## src/rtl/baro_pkg.sv

```systemverilog
// Shared types, constants and helper functions of the barometer compensation block.
package baro_pkg;

   localparam int AVG_DEPTH = 64;
   localparam int PTR_W     = (AVG_DEPTH > 1) ? $clog2(AVG_DEPTH) : 1;
   localparam int PRES_W    = 20;
   localparam int SUM_W     = PRES_W + PTR_W;
   localparam int CSR_W     = 64;
   localparam int CSR_IDX_W = 2;

   localparam logic [PRES_W-1:0] PRES_MAX = {PRES_W{1'b1}};

   // register indexes
   localparam logic [CSR_IDX_W-1:0] CSR_CAL_A = 2'd0;
   localparam logic [CSR_IDX_W-1:0] CSR_CAL_B = 2'd1;
   localparam logic [CSR_IDX_W-1:0] CSR_CAL_C = 2'd2;
   localparam logic [CSR_IDX_W-1:0] CSR_OSS   = 2'd3;

   localparam logic OP_TEMP  = 1'b0;
   localparam logic OP_PRESS = 1'b1;

   // formula constants
   localparam logic [31:0] K_4000  = 32'd4000;
   localparam logic [31:0] K_32768 = 32'd32768;
   localparam logic [31:0] K_50000 = 32'd50000;
   localparam logic [31:0] K_3038  = 32'd3038;
   localparam logic [31:0] K_M7357 = 32'hFFFF_E343;  // -7357
   localparam logic [31:0] K_3791  = 32'd3791;

   // datapath step codes
   typedef enum logic [4:0] {
      ST_IDLE, ST_T_X1, ST_T_DIV, ST_T_FIN,
      ST_P_SQ, ST_P_X1, ST_P_X3, ST_P_B3, ST_P_X3B, ST_P_B4, ST_P_B7,
      ST_P_DIV, ST_P_Q, ST_P_PP, ST_P_X1C, ST_P_X3C, ST_P_FIN, ST_WAIT
   } step_type;

   typedef struct packed {
      step_type step;
      logic     load;
      logic     commit;
   } cmd_type;

   typedef struct packed {
      logic req_op;
      logic div_idle;
      logic out_busy;
   } stat_type;

   function automatic logic [31:0] sx16(input logic [15:0] v);
      return {{16{v[15]}}, v};
   endfunction

   function automatic logic [31:0] asr(input logic [31:0] x, input logic [4:0] n);
      return $unsigned($signed(x) >>> n);
   endfunction

endpackage

```

## src/rtl/baro_ifs.sv

```systemverilog
// Request and response channel interfaces.
interface baro_req_if;
   logic        valid;
   logic        ready;
   logic        operation;
   logic [23:0] raw_reading;
   modport source (output valid, operation, raw_reading, input ready);
   modport sink   (input valid, operation, raw_reading, output ready);
endinterface

interface baro_rsp_if;
   logic               valid;
   logic               ready;
   logic               result_kind;
   logic signed [15:0] temperature_tenths;
   logic [19:0]        pressure_pa;
   logic [19:0]        pressure_avg_pa;
   logic               divide_fault;
   modport source (output valid, result_kind, temperature_tenths, pressure_pa,
                   pressure_avg_pa, divide_fault, input ready);
   modport sink   (input valid, result_kind, temperature_tenths, pressure_pa,
                   pressure_avg_pa, divide_fault, output ready);
endinterface

```

## src/rtl/baro_dp.sv

```systemverilog
// Datapath: calibration registers, shared multiplier, serial divider, pressure ring.
module baro_dp (
   input  logic                          clock,
   input  logic                          reset,
   input  logic                          csr_we,
   input  logic [baro_pkg::CSR_IDX_W-1:0] csr_index,
   input  logic [baro_pkg::CSR_W-1:0]    csr_wdata,
   input  logic                          req_operation,
   input  logic [23:0]                   req_raw_reading,
   input  baro_pkg::cmd_type             cmd,
   output baro_pkg::stat_type            stat,
   baro_rsp_if.source                    rsp
);
   import baro_pkg::*;

   logic [63:0] cal_a_ff, cal_b_ff;
   logic [31:0] cal_c_ff;
   logic [1:0]  oss_ff;

   logic        op_ff;
   logic [23:0] raw_ff;
   logic [31:0] tt_ff, b6_ff, sq_ff, x1_ff, x3_ff, b3_ff, b4_ff, b7_ff, p_ff, up_ff;
   logic        pflag_ff, fault_ff;

   logic [31:0] ac1, ac2, ac3, ac4, ac5, ac6, b1, b2, mc, md;
   logic [31:0] ma, mb, prod;
   logic [63:0] prod_full;

   // divider
   logic [31:0] dvs_ff, quo_ff, rem_ff;
   logic [4:0]  cnt_ff;
   logic        busy_ff, negq_ff;
   logic [32:0] shifted;
   logic        qbit;
   logic [31:0] quot;

   // ring
   logic [PRES_W-1:0] ring_mem [AVG_DEPTH];
   logic [AVG_DEPTH-1:0] ring_vld_ff;
   logic [PRES_W-1:0] ring_rd_ff;
   logic              ring_rd_vld_ff;
   logic [PTR_W-1:0]  ptr_ff;
   logic [SUM_W-1:0]  sum_ff, sum_in;
   logic [PRES_W-1:0] old_val;

   logic [31:0] tt_new, tq, pf, bv, dvd_t, dvd_p, den;
   logic [PRES_W-1:0] pout;
   logic [15:0] tout;

   logic              rsp_valid_ff;
   logic              rsp_kind_ff, rsp_fault_ff;
   logic [15:0]       rsp_temp_ff;
   logic [PRES_W-1:0] rsp_p_ff, rsp_avg_ff;

   // calibration field decode
   assign ac1 = sx16(cal_a_ff[63:48]);
   assign ac2 = sx16(cal_a_ff[47:32]);
   assign ac3 = sx16(cal_a_ff[31:16]);
   assign ac4 = {16'd0, cal_a_ff[15:0]};
   assign ac5 = {16'd0, cal_b_ff[63:48]};
   assign ac6 = {16'd0, cal_b_ff[47:32]};
   assign b1  = sx16(cal_b_ff[31:16]);
   assign b2  = sx16(cal_b_ff[15:0]);
   assign mc  = sx16(cal_c_ff[31:16]);
   assign md  = sx16(cal_c_ff[15:0]);

   // configuration writes
   always_ff @(posedge clock) begin
      if (reset) begin
         cal_a_ff <= '0;
         cal_b_ff <= '0;
         cal_c_ff <= '0;
         oss_ff   <= 2'd1;
      end else if (csr_we) begin
         case (csr_index)
            CSR_CAL_A: cal_a_ff <= csr_wdata;
            CSR_CAL_B: cal_b_ff <= csr_wdata;
            CSR_CAL_C: cal_c_ff <= csr_wdata[31:0];
            CSR_OSS:   oss_ff   <= csr_wdata[1:0];
            default:   ;
         endcase
      end
   end

   // shared multiplier operand select
   always_comb begin
      ma = '0;
      mb = '0;
      case (cmd.step)
         ST_T_X1:  begin ma = {16'd0, raw_ff[15:0]} - ac6; mb = ac5; end
         ST_P_SQ:  begin ma = tt_ff - K_4000; mb = tt_ff - K_4000; end
         ST_P_X1:  begin ma = b2; mb = sq_ff; end
         ST_P_X3:  begin ma = ac2; mb = b6_ff; end
         ST_P_B3:  begin ma = ac3; mb = b6_ff; end
         ST_P_X3B: begin ma = b1; mb = sq_ff; end
         ST_P_B4:  begin ma = ac4; mb = x3_ff + K_32768; end
         ST_P_B7:  begin ma = up_ff - b3_ff; mb = K_50000 >> oss_ff; end
         ST_P_PP:  begin ma = asr(p_ff, 5'd8); mb = asr(p_ff, 5'd8); end
         ST_P_X1C: begin ma = x1_ff; mb = K_3038; end
         ST_P_X3C: begin ma = K_M7357; mb = p_ff; end
         default:  ;
      endcase
   end
   assign prod_full = ma * mb;
   assign prod      = prod_full[31:0];

   // b3 = (((ac1*4 + x3) << oss) + 2) / 4, truncating toward zero
   assign bv = (((ac1 << 2) + x3_ff) << oss_ff) + 32'd2;

   // divider operands
   assign den   = x1_ff + md;
   assign dvd_t = mc << 11;
   assign dvd_p = b7_ff[31] ? b7_ff : (b7_ff << 1);

   // restoring divider step
   assign shifted = {rem_ff, quo_ff[31]};
   assign qbit    = (shifted >= {1'b0, dvs_ff});
   assign quot    = negq_ff ? (32'd0 - quo_ff) : quo_ff;

   // working registers
   always_ff @(posedge clock) begin
      if (cmd.load) begin
         op_ff  <= req_operation;
         raw_ff <= req_raw_reading;
      end
      case (cmd.step)
         ST_T_X1:  x1_ff <= asr(prod, 5'd15);
         ST_T_DIV: fault_ff <= (den == 32'd0);
         ST_P_SQ: begin
            b6_ff <= tt_ff - K_4000;
            sq_ff <= asr(prod, 5'd12);
            up_ff <= {8'd0, raw_ff >> (4'd8 - {2'b00, oss_ff})};
         end
         ST_P_X1:  x1_ff <= asr(prod, 5'd11);
         ST_P_X3:  x3_ff <= x1_ff + asr(prod, 5'd11);
         ST_P_B3: begin
            b3_ff <= bv[31] ? asr(bv + 32'd3, 5'd2) : asr(bv, 5'd2);
            x1_ff <= asr(prod, 5'd13);
         end
         ST_P_X3B: x3_ff <= asr(x1_ff + asr(prod, 5'd16) + 32'd2, 5'd2);
         ST_P_B4:  b4_ff <= prod >> 15;
         ST_P_B7:  b7_ff <= prod;
         ST_P_DIV: begin
            pflag_ff <= b7_ff[31];
            fault_ff <= (b4_ff == 32'd0);
         end
         ST_P_Q:   p_ff  <= pflag_ff ? (quot << 1) : quot;
         ST_P_PP:  x1_ff <= prod;
         ST_P_X1C: x1_ff <= asr(prod, 5'd16);
         ST_P_X3C: x3_ff <= x1_ff + asr(prod, 5'd16) + K_3791;
         default:  ;
      endcase
   end

   // serial divider, one quotient bit per cycle; temperature operands are taken as magnitudes
   always_ff @(posedge clock) begin
      if (reset) begin
         busy_ff <= 1'b0;
      end else if (cmd.step == ST_T_DIV || cmd.step == ST_P_DIV) begin
         busy_ff <= 1'b1;
      end else if (busy_ff && cnt_ff == 5'd31) begin
         busy_ff <= 1'b0;
      end
      if (cmd.step == ST_T_DIV) begin
         quo_ff  <= dvd_t[31] ? (32'd0 - dvd_t) : dvd_t;
         dvs_ff  <= den[31] ? (32'd0 - den) : den;
         negq_ff <= dvd_t[31] ^ den[31];
         rem_ff  <= '0;
         cnt_ff  <= '0;
      end else if (cmd.step == ST_P_DIV) begin
         quo_ff  <= dvd_p;
         dvs_ff  <= b4_ff;
         negq_ff <= 1'b0;
         rem_ff  <= '0;
         cnt_ff  <= '0;
      end else if (busy_ff) begin
         rem_ff <= qbit ? 32'(shifted - {1'b0, dvs_ff}) : shifted[31:0];
         quo_ff <= {quo_ff[30:0], qbit};
         cnt_ff <= cnt_ff + 5'd1;
      end
   end

   // temperature finish
   assign tt_new = fault_ff ? 32'd0 : x1_ff + quot;
   assign tq     = asr(tt_new + 32'd8, 5'd4);
   always_comb begin
      if ($signed(tq) > 32'sd32767)       tout = 16'h7FFF;
      else if ($signed(tq) < -32'sd32768) tout = 16'h8000;
      else                                tout = tq[15:0];
   end

   // pressure finish
   assign pf = p_ff + asr(x3_ff, 5'd4);
   always_comb begin
      if (fault_ff || pf[31])              pout = '0;
      else if (pf > {12'd0, PRES_MAX})     pout = PRES_MAX;
      else                                 pout = pf[PRES_W-1:0];
   end

   // ring: registered read at the pointer, entries not yet written read as zero
   assign old_val = ring_rd_vld_ff ? ring_rd_ff : '0;
   assign sum_in  = sum_ff - SUM_W'(old_val) + SUM_W'(pout);

   always_ff @(posedge clock) begin
      ring_rd_ff <= ring_mem[ptr_ff];
      if (cmd.commit && op_ff == OP_PRESS) ring_mem[ptr_ff] <= pout;
   end

   always_ff @(posedge clock) begin
      if (reset) begin
         ring_vld_ff    <= '0;
         ring_rd_vld_ff <= 1'b0;
         ptr_ff         <= '0;
         sum_ff         <= '0;
         tt_ff          <= '0;
      end else begin
         ring_rd_vld_ff <= ring_vld_ff[ptr_ff];
         if (cmd.commit && op_ff == OP_PRESS) begin
            ring_vld_ff[ptr_ff] <= 1'b1;
            sum_ff <= sum_in;
            ptr_ff <= (ptr_ff == PTR_W'(AVG_DEPTH - 1)) ? '0 : ptr_ff + 1'b1;
         end
         if (cmd.commit && op_ff == OP_TEMP) tt_ff <= tt_new;
      end
   end

   // response register
   always_ff @(posedge clock) begin
      if (reset) begin
         rsp_valid_ff <= 1'b0;
      end else if (cmd.commit) begin
         rsp_valid_ff <= 1'b1;
      end else if (rsp.ready) begin
         rsp_valid_ff <= 1'b0;
      end
      if (cmd.commit) begin
         rsp_kind_ff  <= op_ff;
         rsp_fault_ff <= fault_ff;
         if (op_ff == OP_TEMP) begin
            rsp_temp_ff <= tout;
            rsp_p_ff    <= '0;
            rsp_avg_ff  <= PRES_W'(sum_ff / AVG_DEPTH);
         end else begin
            rsp_temp_ff <= '0;
            rsp_p_ff    <= pout;
            rsp_avg_ff  <= PRES_W'(sum_in / AVG_DEPTH);
         end
      end
   end

   assign rsp.valid              = rsp_valid_ff;
   assign rsp.result_kind        = rsp_kind_ff;
   assign rsp.temperature_tenths = rsp_temp_ff;
   assign rsp.pressure_pa        = rsp_p_ff;
   assign rsp.pressure_avg_pa    = rsp_avg_ff;
   assign rsp.divide_fault       = rsp_fault_ff;

   assign stat.req_op   = req_operation;
   assign stat.div_idle = ~busy_ff;
   assign stat.out_busy = rsp_valid_ff & ~rsp.ready;

endmodule

```

## src/rtl/baro_ctrl.sv

```systemverilog
// Sequencer that steps the datapath through the compensation formulas.
module baro_ctrl (
   input  logic               clock,
   input  logic               reset,
   input  logic               req_valid,
   output logic               req_ready,
   input  baro_pkg::stat_type stat,
   output baro_pkg::cmd_type  cmd
);
   import baro_pkg::*;

   typedef enum logic [4:0] {
      S_IDLE, S_T_X1, S_T_DIV, S_T_WAIT, S_T_FIN,
      S_P_SQ, S_P_X1, S_P_X3, S_P_B3, S_P_X3B, S_P_B4, S_P_B7,
      S_P_DIV, S_P_WAIT, S_P_Q, S_P_PP, S_P_X1C, S_P_X3C, S_P_FIN
   } state_type;

   state_type state_ff, state_in;

   // next state
   always_comb begin
      state_in = state_ff;
      case (state_ff)
         S_IDLE:   if (req_valid) state_in = (stat.req_op == OP_PRESS) ? S_P_SQ : S_T_X1;
         S_T_X1:   state_in = S_T_DIV;
         S_T_DIV:  state_in = S_T_WAIT;
         S_T_WAIT: if (stat.div_idle) state_in = S_T_FIN;
         S_T_FIN:  if (!stat.out_busy) state_in = S_IDLE;
         S_P_SQ:   state_in = S_P_X1;
         S_P_X1:   state_in = S_P_X3;
         S_P_X3:   state_in = S_P_B3;
         S_P_B3:   state_in = S_P_X3B;
         S_P_X3B:  state_in = S_P_B4;
         S_P_B4:   state_in = S_P_B7;
         S_P_B7:   state_in = S_P_DIV;
         S_P_DIV:  state_in = S_P_WAIT;
         S_P_WAIT: if (stat.div_idle) state_in = S_P_Q;
         S_P_Q:    state_in = S_P_PP;
         S_P_PP:   state_in = S_P_X1C;
         S_P_X1C:  state_in = S_P_X3C;
         S_P_X3C:  state_in = S_P_FIN;
         S_P_FIN:  if (!stat.out_busy) state_in = S_IDLE;
         default:  state_in = S_IDLE;
      endcase
   end

   always_ff @(posedge clock) begin
      if (reset) begin
         state_ff <= S_IDLE;
      end else begin
         state_ff <= state_in;
      end
   end

   // command decode
   always_comb begin
      cmd.load   = 1'b0;
      cmd.commit = 1'b0;
      case (state_ff)
         S_IDLE:   begin cmd.step = ST_IDLE; cmd.load = req_valid; end
         S_T_X1:   cmd.step = ST_T_X1;
         S_T_DIV:  cmd.step = ST_T_DIV;
         S_T_FIN:  begin cmd.step = ST_T_FIN; cmd.commit = ~stat.out_busy; end
         S_P_SQ:   cmd.step = ST_P_SQ;
         S_P_X1:   cmd.step = ST_P_X1;
         S_P_X3:   cmd.step = ST_P_X3;
         S_P_B3:   cmd.step = ST_P_B3;
         S_P_X3B:  cmd.step = ST_P_X3B;
         S_P_B4:   cmd.step = ST_P_B4;
         S_P_B7:   cmd.step = ST_P_B7;
         S_P_DIV:  cmd.step = ST_P_DIV;
         S_P_Q:    cmd.step = ST_P_Q;
         S_P_PP:   cmd.step = ST_P_PP;
         S_P_X1C:  cmd.step = ST_P_X1C;
         S_P_X3C:  cmd.step = ST_P_X3C;
         S_P_FIN:  begin cmd.step = ST_P_FIN; cmd.commit = ~stat.out_busy; end
         default:  cmd.step = ST_WAIT;
      endcase
   end

   assign req_ready = (state_ff == S_IDLE);

endmodule

```

## src/rtl/baro_compensation_averager.sv

```systemverilog
// Top level: barometer temperature/pressure compensation with pressure ring average.
// Temperature request: one 32-step divide between accept and response.
// Pressure request: shared multiplier and one 32-step divide between accept and response.
// One request in flight; the next is taken the cycle after its response is registered.
// Synchronous active-high reset clears calibration (oversampling to 1), the stored
// temperature term, the ring valid bits, pointer and sum; ring entries read as zero.
module baro_compensation_averager (
   input  logic                           clock,
   input  logic                           reset,
   baro_req_if.sink                       req_ch,
   baro_rsp_if.source                     rsp_ch,
   input  logic                           csr_we,
   input  logic [baro_pkg::CSR_IDX_W-1:0] csr_index,
   input  logic [baro_pkg::CSR_W-1:0]     csr_wdata
);
   import baro_pkg::*;

   cmd_type  cmd;
   stat_type stat;

   baro_ctrl u_ctrl (
      .clock     (clock),
      .reset     (reset),
      .req_valid (req_ch.valid),
      .req_ready (req_ch.ready),
      .stat      (stat),
      .cmd       (cmd)
   );

   baro_dp u_dp (
      .clock           (clock),
      .reset           (reset),
      .csr_we          (csr_we),
      .csr_index       (csr_index),
      .csr_wdata       (csr_wdata),
      .req_operation   (req_ch.operation),
      .req_raw_reading (req_ch.raw_reading),
      .cmd             (cmd),
      .stat            (stat),
      .rsp             (rsp_ch)
   );

endmodule

```

## src/flat_wrapper.sv

```systemverilog
// flat-port wrapper written by rule: the top's interface ports become plain ports
module baro_compensation_averager_flat import baro_pkg::*;
  (clock, reset, csr_we, csr_index, csr_wdata, req_ch_valid, req_ch_operation, req_ch_raw_reading, req_ch_ready, rsp_ch_valid, rsp_ch_result_kind, rsp_ch_temperature_tenths, rsp_ch_pressure_pa, rsp_ch_pressure_avg_pa, rsp_ch_divide_fault, rsp_ch_ready);
  baro_req_if req_ch_i ();
  baro_rsp_if rsp_ch_i ();
  input  logic clock;
  input  logic reset;
  input  logic csr_we;
  input  logic [baro_pkg::CSR_IDX_W-1:0] csr_index;
  input  logic [baro_pkg::CSR_W-1:0] csr_wdata;
  input wire logic [$bits(req_ch_i.valid)-1:0] req_ch_valid;
  input wire logic [$bits(req_ch_i.operation)-1:0] req_ch_operation;
  input wire logic [$bits(req_ch_i.raw_reading)-1:0] req_ch_raw_reading;
  output wire logic [$bits(req_ch_i.ready)-1:0] req_ch_ready;
  output wire logic [$bits(rsp_ch_i.valid)-1:0] rsp_ch_valid;
  output wire logic [$bits(rsp_ch_i.result_kind)-1:0] rsp_ch_result_kind;
  output wire logic [$bits(rsp_ch_i.temperature_tenths)-1:0] rsp_ch_temperature_tenths;
  output wire logic [$bits(rsp_ch_i.pressure_pa)-1:0] rsp_ch_pressure_pa;
  output wire logic [$bits(rsp_ch_i.pressure_avg_pa)-1:0] rsp_ch_pressure_avg_pa;
  output wire logic [$bits(rsp_ch_i.divide_fault)-1:0] rsp_ch_divide_fault;
  input wire logic [$bits(rsp_ch_i.ready)-1:0] rsp_ch_ready;
  assign req_ch_i.valid = req_ch_valid;
  assign req_ch_i.operation = req_ch_operation;
  assign req_ch_i.raw_reading = req_ch_raw_reading;
  assign req_ch_ready = req_ch_i.ready;
  assign rsp_ch_valid = rsp_ch_i.valid;
  assign rsp_ch_result_kind = rsp_ch_i.result_kind;
  assign rsp_ch_temperature_tenths = rsp_ch_i.temperature_tenths;
  assign rsp_ch_pressure_pa = rsp_ch_i.pressure_pa;
  assign rsp_ch_pressure_avg_pa = rsp_ch_i.pressure_avg_pa;
  assign rsp_ch_divide_fault = rsp_ch_i.divide_fault;
  assign rsp_ch_i.ready = rsp_ch_ready;
  baro_compensation_averager u_core (.clock(clock), .reset(reset), .req_ch(req_ch_i), .rsp_ch(rsp_ch_i), .csr_we(csr_we), .csr_index(csr_index), .csr_wdata(csr_wdata));
endmodule
```

## config.mk

```make
export PLATFORM = sky130hd
export DESIGN_NAME = baro_compensation_averager_flat
export DESIGN_NICKNAME = d
export VERILOG_FILES = /design/src/rtl/baro_pkg.sv /design/src/rtl/baro_ifs.sv /design/src/rtl/baro_dp.sv /design/src/rtl/baro_ctrl.sv /design/src/rtl/baro_compensation_averager.sv /design/src/flat_wrapper.sv
export SDC_FILE = /design/constraint.sdc
export NUM_CORES = 2
export LEC_CHECK = 0
export BUFFER_PORTS_ARGS = -buffer_cell sky130_fd_sc_hd__buf_2
export CAP_MARGIN = 20
export CORE_MARGIN = 5
export CORE_UTILIZATION = 58
export DETAILED_ROUTE_END_ITERATION = 8
export PLACE_DENSITY = 0.8
export SYNTH_ARGS = -nofsm -noshare
export SYNTH_HDL_FRONTEND = slang
export SYNTH_SLANG_ARGS = --single-unit
export TNS_END_PERCENT = 30
```

## constraint.sdc

```tcl
create_clock -name clock -period 15.75 [get_ports clock]
set_clock_uncertainty 0.05 [all_clocks]
set_input_delay 2.3625 -clock clock [delete_from_list [all_inputs] [get_ports clock]]
set_output_delay 2.3625 -clock clock [all_outputs]
set_load 0.01 [all_outputs]
```

==> impl_metrics.toml <==
[finish]
drive_gt1_share_pct = 10.8
nNetsFinal = 11500
final_core_util_pct = 64.6
area_growth_pct = 10.9
final_cells = 13300
multi_input_area_mm2 = 0.0513
fillCellCount = 14400
seq_area_mm2 = 0.0576

[cts]
clk-insertion-delay-late_ns = 0.88
cts_inserted_buffers = 202
htree_num_levels = 4
post-cts-setup-buffers = 0
clkSinkCount = 2036
cts.clk_slew.worst_paths_ns = 0.06
clock-root-buffer = "clkbuf_16"
cts_tree = "built"
cts_max_path_buffers = 3
cts_hold_repair.buffers = 0

[power]
leakage_nw = 47.0
power_mw = 22.1
power.density_mw_per_mm2 = 175
ir_worst_vdd_mv = 0.206

[global_route]
grt_overflow_total = 0
grt_pass1_vias = 85900
grt_max_degree = 129
antenna_found_initial = 22
grt_pass1_wl_um = 581000
global_route.usage.total_pct = 38.6

[route]
via_count = 89300
wl_um = 405000
drc_errors = 0
vias_per_cell = 6.70
wl_per_cell_um = 30.3
ant_nets = 0
drtPass1Iterations = 8
drt_iter0_drc = 12500

[worst_setup_path]
critPathKind = "flip-flop to flip-flop"
cp.arrival_ns = 15.74
crit_start = "u_core.u_ctrl.state_ff[1]$_SDFFE_PP0P_"
start_kind = "flip-flop"
path_max_fanout = 21
cpMaxStageDelayCell = "dfxtp_1"
cp-end-kind = "flip-flop"
required_ns = 16.28
crit-reg2reg-launch = "u_core.u_ctrl.state_ff[1]$_SDFFE_PP0P_"
critical-path-max-stage-delay_ns = 0.71

[logic_synthesis]
synthCells = 10300
synth_top_cell_by_area = "edfxtp_1"
synth_warnings = 0
syn-cell-area_mm2 = 0.113
syn_area_per_cell_um2 = 11.0
ys_top_cells_by_area = "edfxtp_1 (45%), fa_1 (7.7%), dfxtp_1 (6.3%), ha_1 (4.6%), a22oi_1 (3.6%)"
ys_seq_area_share_pct = 50.8
yosysMostFrequentCell = "edfxtp_1"
synth_ff_type = "edfxtp_1"
synth.top_cell.area_share_pct = 44.5
synth_edf_count = 1681
ys_ff_latch = 2036
async_flop_share_pct = 0
yosysUniqueCellTypes = 108
synth_common_cells = "edfxtp_1 (1,681), nand2_1 (1,069), inv_1 (804)"

[sta]
finalCritPeriodShare_pct = 96.5
min_period_ns = 15.20
tns_ns = 0
worstMarginPinSlew_ns = 1.22
max-slew-margin-rel_pct = 18.6
hold_ws_ns = 0.403
max_freq_mhz = 65.8
setup_violations = 0
rsz0062_at_grt = "false"
hold_viol_final = 0
maxSlewViolCount = 0

[floorplanning]
io_pins = 156
die_h_um = 452
core_mm2 = 0.195
die_w_um = 452
rows = 162
initial_core_util_pct = 58.2
die-area_mm2 = 0.204

[run_status]
outcome = "finished clean"

[flow_run]
cap_violations = 0

[placed_design]
place.gp.congestion = 1.07
portBuffers = 155
dp.cells = 12900
dp_hpwl_um = 284000

[worst_hold_path]
hold_path_startpoint = "u_core.u_dp.sum_ff[3]$_SDFFE_PP0P_"
min_path_type = "flip-flop to flip-flop"
==> area by class of cell <==
class                   count  share of cell area [%]
clock inverters           118                    1.04
multi-input cells        6939                    40.7
inverters                 809                    2.41
repair buffers            533                    3.00
flip-flops and latches   2036                    45.8
well taps                2624                    2.61
clock buffers             264                    4.39
diodes                     11                  0.0219
==> routing by layer <==
layer  track usage [%]  part of all wire [%]  vias up
met3              8.23                    11     1337
met4              27.1                   8.8        6
met1              48.4                    35    43600
met5                 0                 0.010        -
met2              60.1                    45     6491
li1                  -                     -    37900
==> metrics by stage <==
step           worst slack [ns]  instance area [um2]
2_1_floorplan             0.615               113000
4_1_cts                   0.302               126000
6_report                  0.545               126000
3_5_place_dp              0.385               119000
5_1_grt                  0.0736               126000
3_3_place_gp              0.461               119000
==> flip-flops by register name, summed over array words and instances, names as in the netlist, 26 cells and up <==
| signal | cells |
|---|---|
| u_core.u_dp.tt_ff | 32 |
| u_core.u_dp.b7_ff | 32 |
| u_core.u_dp.ring_mem | 1280 |
| u_core.u_dp.x3_ff | 32 |
| u_core.u_dp.cal_a_ff | 64 |
| u_core.u_dp.sum_ff | 26 |
| u_core.u_dp.dvs_ff | 32 |
| u_core.u_dp.cal_b_ff | 64 |
| u_core.u_dp.b3_ff | 30 |
| u_core.u_dp.b6_ff | 32 |
| u_core.u_dp.x1_ff | 32 |
| u_core.u_dp.rem_ff | 32 |
| u_core.u_dp.quo_ff | 32 |
| u_core.u_dp.cal_c_ff | 32 |
| u_core.u_dp.ring_vld_ff | 64 |
| u_core.u_dp.p_ff | 32 |
==> power by group <==
part	total (mW)	switching [mW]	internal [mW]
Combinational	10.0	6.46	3.59
Sequential	7.04	0.467	6.58
Clock	4.97	2.19	2.78
Total	22.1	9.12	12.9
==> worst paths after layout <==
kind                                        endpoint  slack, ns  cells past startpoint
hold reg to reg   u_core.u_dp.sum_ff[3]$_SDFFE_PP0P_       0.40                      2
hold / removal    u_core.u_dp.sum_ff[3]$_SDFFE_PP0P_       0.40                      2
setup reg to reg     u_core.u_dp.x3_ff[30]$_DFFE_PP_       0.55                     50
setup / recovery     u_core.u_dp.x3_ff[30]$_DFFE_PP_       0.55                     50
==> critical path, delay by kind of cell (launching register included) <==
family	cells	cell delay [ns]
DFF	1	0.71
xor gates and xnor gates	16	3.80
adders and majority gates	9	4.36
AOI/OAI and AO/OA	4	1.34
buffers and inverters	9	2.03
and+or+nand+nor	12	2.61
==> cells by family (layout without fill, tap and decap cells) <==
family	count (synthesis)	count (layout)	share of synthesized area [%]
other cells	1	15	0.00331
fa+ha+maj	854	854	12.3
xor+xnor	491	491	3.91
compound gates	2539	2539	15.2
mux	138	138	1.41
flops	2036	2036	50.8
simple gates	2913	2913	11.9
buf+inv	1340	1724	4.46
==> layout by cell type, fill, tap and decap left out, types with 38 or more instances in the layout <==
| cell | count |
|---|---|
| nand3_1 | 148 |
| buf_2 | 154 |
| o31ai_1 | 38 |
| dfxtp_1 | 353 |
| nor4_1 | 40 |
| a21oi_1 | 567 |
| or3_1 | 70 |
| nor3_1 | 158 |
| a221oi_1 | 144 |
| a22oi_1 | 542 |
| or2_2 | 57 |
| inv_1 | 801 |
| and3_1 | 63 |
| clkbuf_16 | 205 |
| and2_1 | 95 |
| edfxtp_1 | 1681 |
| clkbuf_1 | 41 |
| ha_1 | 417 |
| clkinv_2 | 46 |
| xor2_1 | 170 |
| buf_4 | 367 |
| mux2_2 | 42 |
| nand2_1 | 1069 |
| a22o_1 | 129 |
| nand2b_1 | 76 |
| o21bai_1 | 41 |
| a21o_1 | 95 |
| nor2_1 | 724 |
| a31oi_1 | 118 |
| a211oi_1 | 64 |
| nand4_1 | 117 |
| o21ai_0 | 381 |
| nor2_2 | 61 |
| mux2i_1 | 83 |
| fa_1 | 437 |
| xnor2_1 | 310 |
| nor2b_1 | 56 |
| o21a_1 | 67 |
==> what timing repair did <==
action / in CTS / in global routing
hold endpoints to repair: 0 / 0
endpoints found under the setup margin: 0 / 5
resized for setup: 0 / 9
Note: power is estimated with default switching activity, not from simulation.
